<file path="src/design/ssp_pkg.sv">
// Shared types and constants for the servo sweep pulse controller.
// Used by the top level and by the iterative divider; depends on nothing.
package ssp_pkg;

  // Width of the shared divider's dividend, divisor, quotient and remainder.
  localparam int DIV_W  = 32;
  localparam int DIV_CW = $clog2(DIV_W);

  // Fixed field widths.
  localparam int PULSE_W = 16;
  localparam int REQ_W   = 16;
  localparam int TIME_W  = 32;
  localparam int CFG_W   = 16;
  localparam int CFG_AW  = 3;

  // Command codes carried in the input tuser.
  localparam logic [1:0] OP_SET_ANGLE = 2'd0;
  localparam logic [1:0] OP_START     = 2'd1;
  localparam logic [1:0] OP_STEP      = 2'd2;
  localparam logic [1:0] OP_STOP      = 2'd3;

  // Configuration register indexes.
  localparam logic [CFG_AW-1:0] REG_ANGLE_LIMIT = 3'd0;
  localparam logic [CFG_AW-1:0] REG_PULSE_MIN   = 3'd1;
  localparam logic [CFG_AW-1:0] REG_PULSE_MAX   = 3'd2;
  localparam logic [CFG_AW-1:0] REG_SWEEP_LOW   = 3'd3;
  localparam logic [CFG_AW-1:0] REG_SWEEP_HIGH  = 3'd4;
  localparam logic [CFG_AW-1:0] REG_SWEEP_STEP  = 3'd5;
  localparam logic [CFG_AW-1:0] REG_STEP_PERIOD = 3'd6;

  // Status of the shared divider as seen by the sequencer.
  typedef struct packed {
    logic busy;
    logic done;
  } div_stat_t;

endpackage

</file>
<file path="src/design/ssp_divider.sv">
// Iterative restoring divider shared by the sequencer, one quotient bit per cycle.
// Depends on ssp_pkg for its width and the status struct.
module ssp_divider (
  input  logic                      clk,
  input  logic                      rst_n,
  input  logic                      start,
  input  logic [ssp_pkg::DIV_W-1:0] dividend,
  input  logic [ssp_pkg::DIV_W-1:0] divisor,
  output ssp_pkg::div_stat_t        stat,
  output logic [ssp_pkg::DIV_W-1:0] quotient,
  output logic [ssp_pkg::DIV_W-1:0] remainder
);
  import ssp_pkg::*;

  logic              busy_r, busy_nxt;
  logic              done_r, done_nxt;
  logic [DIV_CW-1:0] cnt_r, cnt_nxt;
  logic [DIV_W-1:0]  rem_r, rem_nxt;
  logic [DIV_W-1:0]  quo_r, quo_nxt;
  logic [DIV_W-1:0]  dvs_r, dvs_nxt;
  logic [DIV_W:0]    trial;
  logic [DIV_W:0]    diff;
  logic              fits;

  assign trial = {rem_r, quo_r[DIV_W-1]};
  assign diff  = trial - {1'b0, dvs_r};
  assign fits  = trial >= {1'b0, dvs_r};

  always_comb begin
    busy_nxt = busy_r;
    done_nxt = 1'b0;
    cnt_nxt  = cnt_r;
    rem_nxt  = rem_r;
    quo_nxt  = quo_r;
    dvs_nxt  = dvs_r;
    if (busy_r) begin
      rem_nxt = fits ? diff[DIV_W-1:0] : trial[DIV_W-1:0];
      quo_nxt = {quo_r[DIV_W-2:0], fits};
      cnt_nxt = cnt_r + DIV_CW'(1);
      if (cnt_r == DIV_CW'(DIV_W - 1)) begin
        busy_nxt = 1'b0;
        done_nxt = 1'b1;
      end
    end else if (start) begin
      busy_nxt = 1'b1;
      cnt_nxt  = '0;
      rem_nxt  = '0;
      quo_nxt  = dividend;
      dvs_nxt  = divisor;
    end
  end

  always_ff @(posedge clk) begin
    if (!rst_n) begin
      busy_r <= 1'b0;
      done_r <= 1'b0;
      cnt_r  <= '0;
    end else begin
      busy_r <= busy_nxt;
      done_r <= done_nxt;
      cnt_r  <= cnt_nxt;
    end
    rem_r <= rem_nxt;
    quo_r <= quo_nxt;
    dvs_r <= dvs_nxt;
  end

  assign stat.busy = busy_r;
  assign stat.done = done_r;
  assign quotient  = quo_r;
  assign remainder = rem_r;

endmodule

</file>
<file path="src/design/servo_sweep_pulse_controller.sv">
// Servo sweep pulse controller: commands in, pulse width words out.
// Depends on ssp_pkg and ssp_divider.
//
// Usage: the input channel carries one command word per handshake, with the
// command code in in_tuser and the requested angle and current millisecond
// time in in_tdata. Each command except a sweep step that is not yet due
// gives one result word on the output channel: the new pulse width, the
// angle after the command and the sweep direction. Registers are written
// through cfg_we/cfg_addr/cfg_wdata; the user must do so only while no command
// is in flight, which the block itself does not enforce. in_tready is high
// only while the sequencer is idle; one command is worked at a time. Set
// angle, start and stop take one multiply and one pass through the shared
// divider. A sweep step adds the elapsed-time division, then walks the steps
// in turn until the walk first turns at the high angle (bounded by twice the
// angle range), and two more divisions when it turns there with steps left,
// which fold the remaining count by the period. A finished result sits in the
// output register; the next command is still taken while it waits, and a
// later result holds the sequencer until the receiver takes the earlier one.
// Reset loads the register defaults, angle zero, direction up and step time
// zero; no result is pending afterwards.
module servo_sweep_pulse_controller #(
  parameter int ANGLE_BITS = 10
) (
  input  logic                          clk,
  input  logic                          rst_n,
  input  logic                          cfg_we,
  input  logic [ssp_pkg::CFG_AW-1:0]    cfg_addr,
  input  logic [ssp_pkg::CFG_W-1:0]     cfg_wdata,
  input  logic                          in_tvalid,
  output logic                          in_tready,
  // Fields from bit 0: angle_request[15:0], now_ms[31:0].
  input  logic [47:0]                   in_tdata,
  // Fields from bit 0: operation[1:0].
  input  logic [1:0]                    in_tuser,
  output logic                          out_tvalid,
  input  logic                          out_tready,
  // Fields from bit 0: pulse_width[15:0], angle_now[ANGLE_BITS-1:0], sweeping_up,
  // then zero fill.
  output logic [((ssp_pkg::PULSE_W + ANGLE_BITS + 1 + 7) / 8) * 8 - 1:0] out_tdata
);
  import ssp_pkg::*;

  localparam int B     = ANGLE_BITS;
  localparam int OUT_W = ((PULSE_W + ANGLE_BITS + 1 + 7) / 8) * 8;
  localparam int PROD_W = B + PULSE_W;

  typedef enum logic [10:0] {
    S_IDLE = 11'b00000000001,
    S_DCNT = 11'b00000000010,
    S_WALK = 11'b00000000100,
    S_DK   = 11'b00000001000,
    S_DM   = 11'b00000010000,
    S_WMUL = 11'b00000100000,
    S_WFIN = 11'b00001000000,
    S_MUL  = 11'b00010000000,
    S_DPL  = 11'b00100000000,
    S_DP   = 11'b01000000000,
    S_EMIT = 11'b10000000000
  } state_t;

  state_t state_r, state_nxt;

  // Configuration.
  logic [B-1:0]       lim_r, lo_r, hi_r, stp_r;
  logic [PULSE_W-1:0] pmin_r, pmax_r;
  logic [15:0]        per_r;

  // Servo state.
  logic [B-1:0]      cur_r, cur_nxt;
  logic              up_r, up_nxt;
  logic [TIME_W-1:0] last_r, last_nxt;

  // Working registers.
  logic [TIME_W-1:0]  now_r, now_nxt;
  logic [TIME_W-1:0]  cnt_r, cnt_nxt;
  logic [B-1:0]       k_r, k_nxt;
  logic [B-1:0]       opa_r, opa_nxt;
  logic               down_r, down_nxt;
  logic [PROD_W-1:0]  prod_r, prod_nxt;
  logic [PULSE_W-1:0] res_r, res_nxt;

  // Output register.
  logic               out_tvalid_r, out_tvalid_nxt;
  logic [PULSE_W-1:0] out_pulse_r, out_pulse_nxt;
  logic [B-1:0]       out_angle_r, out_angle_nxt;
  logic               out_up_r, out_up_nxt;

  // Divider hookup.
  logic              div_start;
  logic [DIV_W-1:0]  div_dvd, div_dvs, div_quo, div_rem;
  div_stat_t         div_stat;

  // Derived configuration.
  logic [PULSE_W-1:0] span;
  logic [B-1:0]       div_lim, st_eff, dlen;
  logic [15:0]        per_eff;

  // Single step of the triangle walk.
  logic [B:0]   sum_up, lo_st;
  logic [B-1:0] walk_cur;
  logic         walk_up;
  logic         fold;

  logic [B:0]         kdvd;
  logic [B-1:0]       k_now;
  logic               c_lt;
  logic [DIV_W-1:0]   c_sub;
  logic [B-1:0]       wfin_cur;
  logic [PROD_W-1:0]  mul_out;
  logic [PULSE_W-1:0] mul_b;
  logic [REQ_W-1:0]   cand, lim_ext;
  logic [B-1:0]       clamped;
  logic               in_acc;

  assign span    = (pmax_r >= pmin_r) ? pmax_r - pmin_r : '0;
  assign div_lim = (lim_r != '0) ? lim_r : B'(1);
  assign st_eff  = (stp_r != '0) ? stp_r : B'(1);
  assign per_eff = (per_r != '0) ? per_r : 16'd1;
  assign dlen    = (hi_r > lo_r) ? hi_r - lo_r : '0;

  always_comb begin
    sum_up = {1'b0, cur_r} + {1'b0, st_eff};
    lo_st  = {1'b0, lo_r} + {1'b0, st_eff};
    if (up_r) begin
      if (sum_up >= {1'b0, hi_r}) begin
        walk_cur = hi_r;
        walk_up  = 1'b0;
      end else begin
        walk_cur = sum_up[B-1:0];
        walk_up  = 1'b1;
      end
    end else if ({1'b0, cur_r} <= lo_st) begin
      walk_cur = lo_r;
      walk_up  = 1'b1;
    end else begin
      walk_cur = cur_r - st_eff;
      walk_up  = 1'b0;
    end
  end

  // The count is folded by the triangle period the first time the walk turns
  // downward at the high angle.
  assign fold = !walk_up && (walk_cur == hi_r);

  // Ceiling of the sweep span over the step angle, for the half period.
  assign kdvd  = {1'b0, dlen} + {1'b0, st_eff} - (B+1)'(1);
  assign k_now = (dlen != '0) ? div_quo[B-1:0] : B'(1);

  assign c_lt  = div_rem < DIV_W'(k_r);
  assign c_sub = div_rem - DIV_W'(k_r);

  assign wfin_cur = down_r ? hi_r - prod_r[B-1:0] : lo_r + prod_r[B-1:0];

  // One shared multiplier: angle times span for the pulse, or steps times
  // step angle for the folded walk.
  assign mul_b   = (state_r == S_MUL) ? span : PULSE_W'(st_eff);
  assign mul_out = PROD_W'(opa_r) * PROD_W'(mul_b);

  always_comb begin
    case (state_r)
      S_IDLE:  cand = (in_tuser == OP_SET_ANGLE) ? in_tdata[REQ_W-1:0] : REQ_W'(lo_r);
      S_WALK:  cand = REQ_W'(walk_cur);
      S_WFIN:  cand = REQ_W'(wfin_cur);
      default: cand = REQ_W'(cur_r);
    endcase
  end

  assign lim_ext = REQ_W'(lim_r);
  assign clamped = (cand > lim_ext) ? lim_r : cand[B-1:0];

  assign in_tready = (state_r == S_IDLE) && !div_stat.busy;
  assign in_acc    = in_tvalid && in_tready;

  always_comb begin
    state_nxt      = state_r;
    cur_nxt        = cur_r;
    up_nxt         = up_r;
    last_nxt       = last_r;
    now_nxt        = now_r;
    cnt_nxt        = cnt_r;
    k_nxt          = k_r;
    opa_nxt        = opa_r;
    down_nxt       = down_r;
    prod_nxt       = prod_r;
    res_nxt        = res_r;
    out_tvalid_nxt = out_tvalid_r;
    out_pulse_nxt  = out_pulse_r;
    out_angle_nxt  = out_angle_r;
    out_up_nxt     = out_up_r;
    div_start      = 1'b0;
    div_dvd        = '0;
    div_dvs        = '0;

    if (out_tvalid_r && out_tready) begin
      out_tvalid_nxt = 1'b0;
    end

    case (state_r)
      S_IDLE: begin
        if (in_acc) begin
          now_nxt = in_tdata[47:16];
          case (in_tuser)
            OP_STEP: begin
              div_start = 1'b1;
              div_dvd   = in_tdata[47:16] - last_r;
              div_dvs   = DIV_W'(per_eff);
              state_nxt = S_DCNT;
            end
            OP_START: begin
              up_nxt    = 1'b1;
              last_nxt  = in_tdata[47:16];
              cur_nxt   = clamped;
              opa_nxt   = clamped;
              state_nxt = S_MUL;
            end
            OP_STOP: begin
              up_nxt    = 1'b1;
              cur_nxt   = clamped;
              opa_nxt   = clamped;
              state_nxt = S_MUL;
            end
            default: begin
              cur_nxt   = clamped;
              opa_nxt   = clamped;
              state_nxt = S_MUL;
            end
          endcase
        end
      end
      S_DCNT: begin
        if (div_stat.done) begin
          if (div_quo == '0) begin
            state_nxt = S_IDLE;
          end else begin
            cnt_nxt   = div_quo;
            // Advancing by whole periods lands at the time minus the remainder.
            last_nxt  = now_r - div_rem;
            state_nxt = S_WALK;
          end
        end
      end
      S_WALK: begin
        cnt_nxt = cnt_r - TIME_W'(1);
        up_nxt  = walk_up;
        cur_nxt = walk_cur;
        if (cnt_r == TIME_W'(1)) begin
          cur_nxt   = clamped;
          opa_nxt   = clamped;
          state_nxt = S_MUL;
        end else if (fold) begin
          div_start = 1'b1;
          div_dvd   = DIV_W'(kdvd);
          div_dvs   = DIV_W'(st_eff);
          state_nxt = S_DK;
        end
      end
      S_DK: begin
        if (div_stat.done) begin
          k_nxt     = k_now;
          div_start = 1'b1;
          div_dvd   = cnt_r;
          div_dvs   = DIV_W'({k_now, 1'b0});
          state_nxt = S_DM;
        end
      end
      S_DM: begin
        if (div_stat.done) begin
          // Still on the way down from the high angle, or past the low turn.
          down_nxt  = c_lt;
          opa_nxt   = c_lt ? div_rem[B-1:0] : c_sub[B-1:0];
          state_nxt = S_WMUL;
        end
      end
      S_WMUL: begin
        prod_nxt  = mul_out;
        state_nxt = S_WFIN;
      end
      S_WFIN: begin
        up_nxt    = !down_r;
        cur_nxt   = clamped;
        opa_nxt   = clamped;
        state_nxt = S_MUL;
      end
      S_MUL: begin
        prod_nxt  = mul_out;
        state_nxt = S_DPL;
      end
      S_DPL: begin
        div_start = 1'b1;
        div_dvd   = DIV_W'(prod_r);
        div_dvs   = DIV_W'(div_lim);
        state_nxt = S_DP;
      end
      S_DP: begin
        if (div_stat.done) begin
          res_nxt   = pmin_r + div_quo[PULSE_W-1:0];
          state_nxt = S_EMIT;
        end
      end
      S_EMIT: begin
        if (!out_tvalid_r || out_tready) begin
          out_tvalid_nxt = 1'b1;
          out_pulse_nxt  = res_r;
          out_angle_nxt  = cur_r;
          out_up_nxt     = up_r;
          state_nxt      = S_IDLE;
        end
      end
      default: begin
        state_nxt = S_IDLE;
      end
    endcase
  end

  always_ff @(posedge clk) begin
    if (!rst_n) begin
      state_r      <= S_IDLE;
      out_tvalid_r <= 1'b0;
      cur_r        <= '0;
      up_r         <= 1'b1;
      last_r       <= '0;
      lim_r        <= B'(180);
      pmin_r       <= 16'd500;
      pmax_r       <= 16'd2500;
      lo_r         <= '0;
      hi_r         <= B'(180);
      stp_r        <= B'(1);
      per_r        <= 16'd20;
    end else begin
      state_r      <= state_nxt;
      out_tvalid_r <= out_tvalid_nxt;
      cur_r        <= cur_nxt;
      up_r         <= up_nxt;
      last_r       <= last_nxt;
      if (cfg_we) begin
        case (cfg_addr)
          REG_ANGLE_LIMIT: lim_r  <= cfg_wdata[B-1:0];
          REG_PULSE_MIN:   pmin_r <= cfg_wdata;
          REG_PULSE_MAX:   pmax_r <= cfg_wdata;
          REG_SWEEP_LOW:   lo_r   <= cfg_wdata[B-1:0];
          REG_SWEEP_HIGH:  hi_r   <= cfg_wdata[B-1:0];
          REG_SWEEP_STEP:  stp_r  <= cfg_wdata[B-1:0];
          REG_STEP_PERIOD: per_r  <= cfg_wdata;
          default: ;
        endcase
      end
    end
    now_r       <= now_nxt;
    cnt_r       <= cnt_nxt;
    k_r         <= k_nxt;
    opa_r       <= opa_nxt;
    down_r      <= down_nxt;
    prod_r      <= prod_nxt;
    res_r       <= res_nxt;
    out_pulse_r <= out_pulse_nxt;
    out_angle_r <= out_angle_nxt;
    out_up_r    <= out_up_nxt;
  end

  ssp_divider u_div (
    .clk       (clk),
    .rst_n     (rst_n),
    .start     (div_start),
    .dividend  (div_dvd),
    .divisor   (div_dvs),
    .stat      (div_stat),
    .quotient  (div_quo),
    .remainder (div_rem)
  );

  assign out_tvalid = out_tvalid_r;
  assign out_tdata  = OUT_W'({out_up_r, out_angle_r, out_pulse_r});

endmodule

</file>
<file path="config.mk">
export PLATFORM = sky130hd
export DESIGN_NAME = servo_sweep_pulse_controller
export DESIGN_NICKNAME = d
export VERILOG_FILES = /design/src/design/ssp_pkg.sv /design/src/design/ssp_divider.sv /design/src/design/servo_sweep_pulse_controller.sv
export SDC_FILE = /design/constraint.sdc
export NUM_CORES = 2
export LEC_CHECK = 0
export BUFFER_PORTS_ARGS = -buffer_cell sky130_fd_sc_hd__buf_2
export CORE_UTILIZATION = 47
export DETAILED_ROUTE_END_ITERATION = 7
export GPL_ROUTABILITY_DRIVEN = 0
export PLACE_DENSITY_LB_ADDON = 0.2
export REMOVE_ABC_BUFFERS = 1
export SLEW_MARGIN = 20
export SYNTH_ARGS = -nofsm -noshare
export SYNTH_HDL_FRONTEND = slang
export SYNTH_SLANG_ARGS = --single-unit
</file>
<file path="constraint.sdc">
create_clock -name clk -period 16.5 [get_ports clk]
set_input_delay 0 -clock clk [delete_from_list [all_inputs] [get_ports clk]]
set_output_delay 0 -clock clk [all_outputs]
set_load 0.1 [all_outputs]
</file>
==> summary.md <==
| Metric | Value |
|---|---|
| Synthesized netlist cell count | `approximately 3,700` |
| Post-route DRC | `0` |
| Final wirelength | `109,000 um` |
| Num ports | `108` |
| Adder-cell share of the synthesized area | `0.189` |
| Worst-Skew Late Latency | `~620 ps` |
| Startpoint types | `flip-flop` |
| Final period util | `0.533` |
| Arrival time worst endpoint | `9110 ps` |
| CTS buffer count | `47` |
| Layout cells sized above 1 | `0.0769` |
| Reg2Reg Launch Point | `pmax_r[0]` |
| CTS Hold Bufs | `54` |
| Number of antenna violations at the first check in global routing | `11` |
| Hold endpoint | `hi_r[6]` |
| P_int | `between 2000 and 3000 uW` |
| Critical-path top delay cell | `o41ai_2` |
| Vias per inst | `~6` |
| Maxcap violations | `0` |
| Number of synthesized flops with an enable pin | `around 230` |
| Fraction of power consumed by sequential logic | `0.305` |
| Top-area cell type share of the netlist area | `0.218` |
| Worst-path fanout max | `21` |
| Mux contribution to synthesized area | `0.0114` |
| Register area share after synthesis | `0.311` |
| Synth Area per Inst | `roughly 8.6 um2` |
| Synth Area in Compound Gates | `0.189` |
| Most used cell, CP | `fa_1` |
| Synth top area cells | `edfxtp_1, ha_1, dfxtp_1` |
| Worst setup path class | `flip-flop to flip-flop` |
| Ys async rst share | `0` |
| Critical path endpoint category | `flip-flop` |
| Root Buffer | `clkbuf_16` |
| H-tree Lvls | `2` |
| Leading area contributor after synthesis | `edfxtp_1` |
| DRT iter0 DRCs | `2,989` |
| First-pass GRT wire length | `165,000 um` |
| CTS tree | `done` |
| Largest family of logic cells by synthesized area | `compound AO/OA/AOI/OAI gates` |
| Port bufs | `102` |
| Setup TNS | `0 ps` |
| Simple-Gate Fraction of Synth Area | `0.182` |
| Vias in the first global route | `27,163` |
| Area grow syn2layout | `11.9%` |
| # resized after CTS | `0` |
| Fill count | `6,341` |
| Total grt overflow | `0` |
| Die ar. | `69,700 um2` |
| Core area | `67,500 um2` |
| Worst hold stages | `4` |
| NetSw | `1890 uW` |
| Post-synthesis register bit count | `384` |
| Post-synth top flop | `edfxtp_1` |
| Wire per inst | `between 20 and 25 um` |
| Setup Viol. Count Final | `0` |
| Min-Delay Path Class | `input pin to flip-flop` |
| Detailed placement HPWL | `82,800 um` |
| Rows | `95` |
| Max-slew violation count | `0` |
| Worst-margin pin slew | `between 1000 and 1500 ps` |
| Yosys warnings | `0` |
| Slowest Stage Delay on Critical Path | `about 950 ps` |
| Worst rel slew slack | `0.261` |
| Vias | `just under 30,000` |
| First-pass DRT Iterations | `8` |
| Die W | `264 um` |
| Clk pin slew, worst setup/hold paths | `60 ps` |
| Chip height | `approximately 260 um` |
| Flop-to-flop setup slack | `7710 ps` |
| Synth cell types | `87` |
| Sw frac | `0.419` |
| Power share of the clock group | `0.251` |
| Finished Core Util | `0.535` |
| Status | `finished clean` |
| Most frequent cells in the layout | `nand2_1, inv_1, ha_1, a21oi_1, nor2_1` |
| Pleak | `0.0150 uW` |
| All-Layer GR Usage | `0.309` |
| Initial Utilization | `0.478` |
| Worst hold start | `cfg_addr[2]` |
| Combinational Power Share | `0.444` |
| Final min period | `8790 ps` |
| Worst VDD drop | `82.5 uV` |
| Pin count of the biggest net entering global routing | `76` |
| Reg-to-Reg End | `prod_r[22]` |
| Clk_skew | `64.3 ps` |
| Worst path required time | `16,810 ps` |
| CTS Sinks | `384` |
| CP delay by family, top | `compound AO/OA/AOI/OAI gates` |
| Pwr dens | `125 nW/um2` |
| Cell area after synthesis | `between 30,000 and 40,000 um2` |
| RSZ-0062 raised after global routing | `false` |
| Post-DRT Antenna Nets | `0` |
| Nets | `4,349` |
| Setup Fix Bufs, Post-CTS | `0` |
| Cells on worst reg2reg path | `32` |
| Post-Synth XOR/XNOR Area | `0.0525` |
| FMAX | `0.114 GHz` |
| Most common cell after layout, fill and taps aside | `nand2_1` |
| Count of final hold-check violations | `0` |
| Clk buf depth | `3` |
| Worst path buffer plus inverter count | `6` |
==> stage by stage <==
step	power [uW]	worst slack, ps	std cells	hold slack, ps	instance area, um2
after floorplan	2690	6910	3601	61.9	31700
after global placement	3290	7980	4631	219	33800
after detailed placement	3300	7790	4631	221	33800
after CTS	4450	7740	4773	11.0	36000
after global routing	4760	7070	4776	55.7	36100
final	4510	7710	4784	35.4	36100
==> power by group through the flow <==
| stage | logic [uW] | registers [uW] | clock network [uW] |
|---|---|---|---|
| after global routing | 2200 | 1390 | 1180 |
| after floorplan | 1410 | 1280 | 0 |
| after CTS | 1940 | 1370 | 1140 |
| after detailed placement | 1920 | 1380 | 0 |
| final | 2000 | 1380 | 1130 |
| after global placement | 1910 | 1390 | 0 |
==> flip-flops by register name, indices dropped and copies added (netlist names), 26 cells and up <==
register,flops
cnt_r,32
last_r,32
u_div.remainder,32
u_div.quotient,32
prod_r,26
now_r,32
==> metal layers <==
metal | routed length, um | global-route usage
met2 | 46300 | 0.467
met5 | 27 | 0
met3 | 11800 | 0.0831
met1 | 47000 | 0.426
met4 | 3660 | 0.100
==> worst min-delay path, cell delays in order <==
cell and delay (ps):
buf_2 140, nand3_1 230, nand2_1 90, a21oi_1 130
==> synth_stat cells, types with 29 or more instances <==
master / instances
a21o_1: 52
clkbuf_1: 122
a211oi_1: 50
inv_1: 403
and2_1: 92
fa_1: 123
xor2_1: 56
nor2b_1: 39
a221o_1: 29
ha_1: 290
xnor2_1: 135
edfxtp_1: 234
nor2_1: 254
nand4_1: 30
nand2b_1: 36
mux2i_1: 30
dfxtp_1: 150
o211ai_1: 42
o21ai_0: 171
nor3_1: 83
nand2_1: 482
nand3_1: 73
nor4_1: 41
o21a_1: 33
a21oi_1: 278
==> cell families after synthesis <==
logic type      after synthesis
flops                       384
fa+ha+maj                   413
simple gates               1244
compound gates              923
mux                          36
xor+xnor                    192
other cells                   1
buf+inv                     547
==> final cells by class <==
| class | count | area, um2 | share of cell area |
|---|---|---|---|
| Antenna cell | 10 | 25.0 | 0.000693 |
| Clock buffer | 63 | 1350 | 0.0374 |
| Clock inverter | 25 | 334 | 0.00926 |
| Inverter | 404 | 1520 | 0.0421 |
| Multi-Input combinational cell | 2813 | 20300 | 0.561 |
| Sequential cell | 384 | 10000 | 0.278 |
| Tap cell | 873 | 1090 | 0.0303 |
| Timing Repair Buffer | 212 | 1480 | 0.0411 |
==> worst max path at each step <==
stage	from	slack, ps	to	cells past startpoint
after detailed placement	pmax_r[0]	7790	prod_r[22]	32
after CTS	pmax_r[0]	7740	prod_r[22]	32
after global placement	pmax_r[0]	7980	prod_r[22]	32
after floorplan	pmin_r[0]	6910	prod_r[22]	29
final	pmax_r[0]	7710	prod_r[22]	32
after global routing	pmax_r[0]	7070	prod_r[22]	32
(Power assumes the default switching activity.)
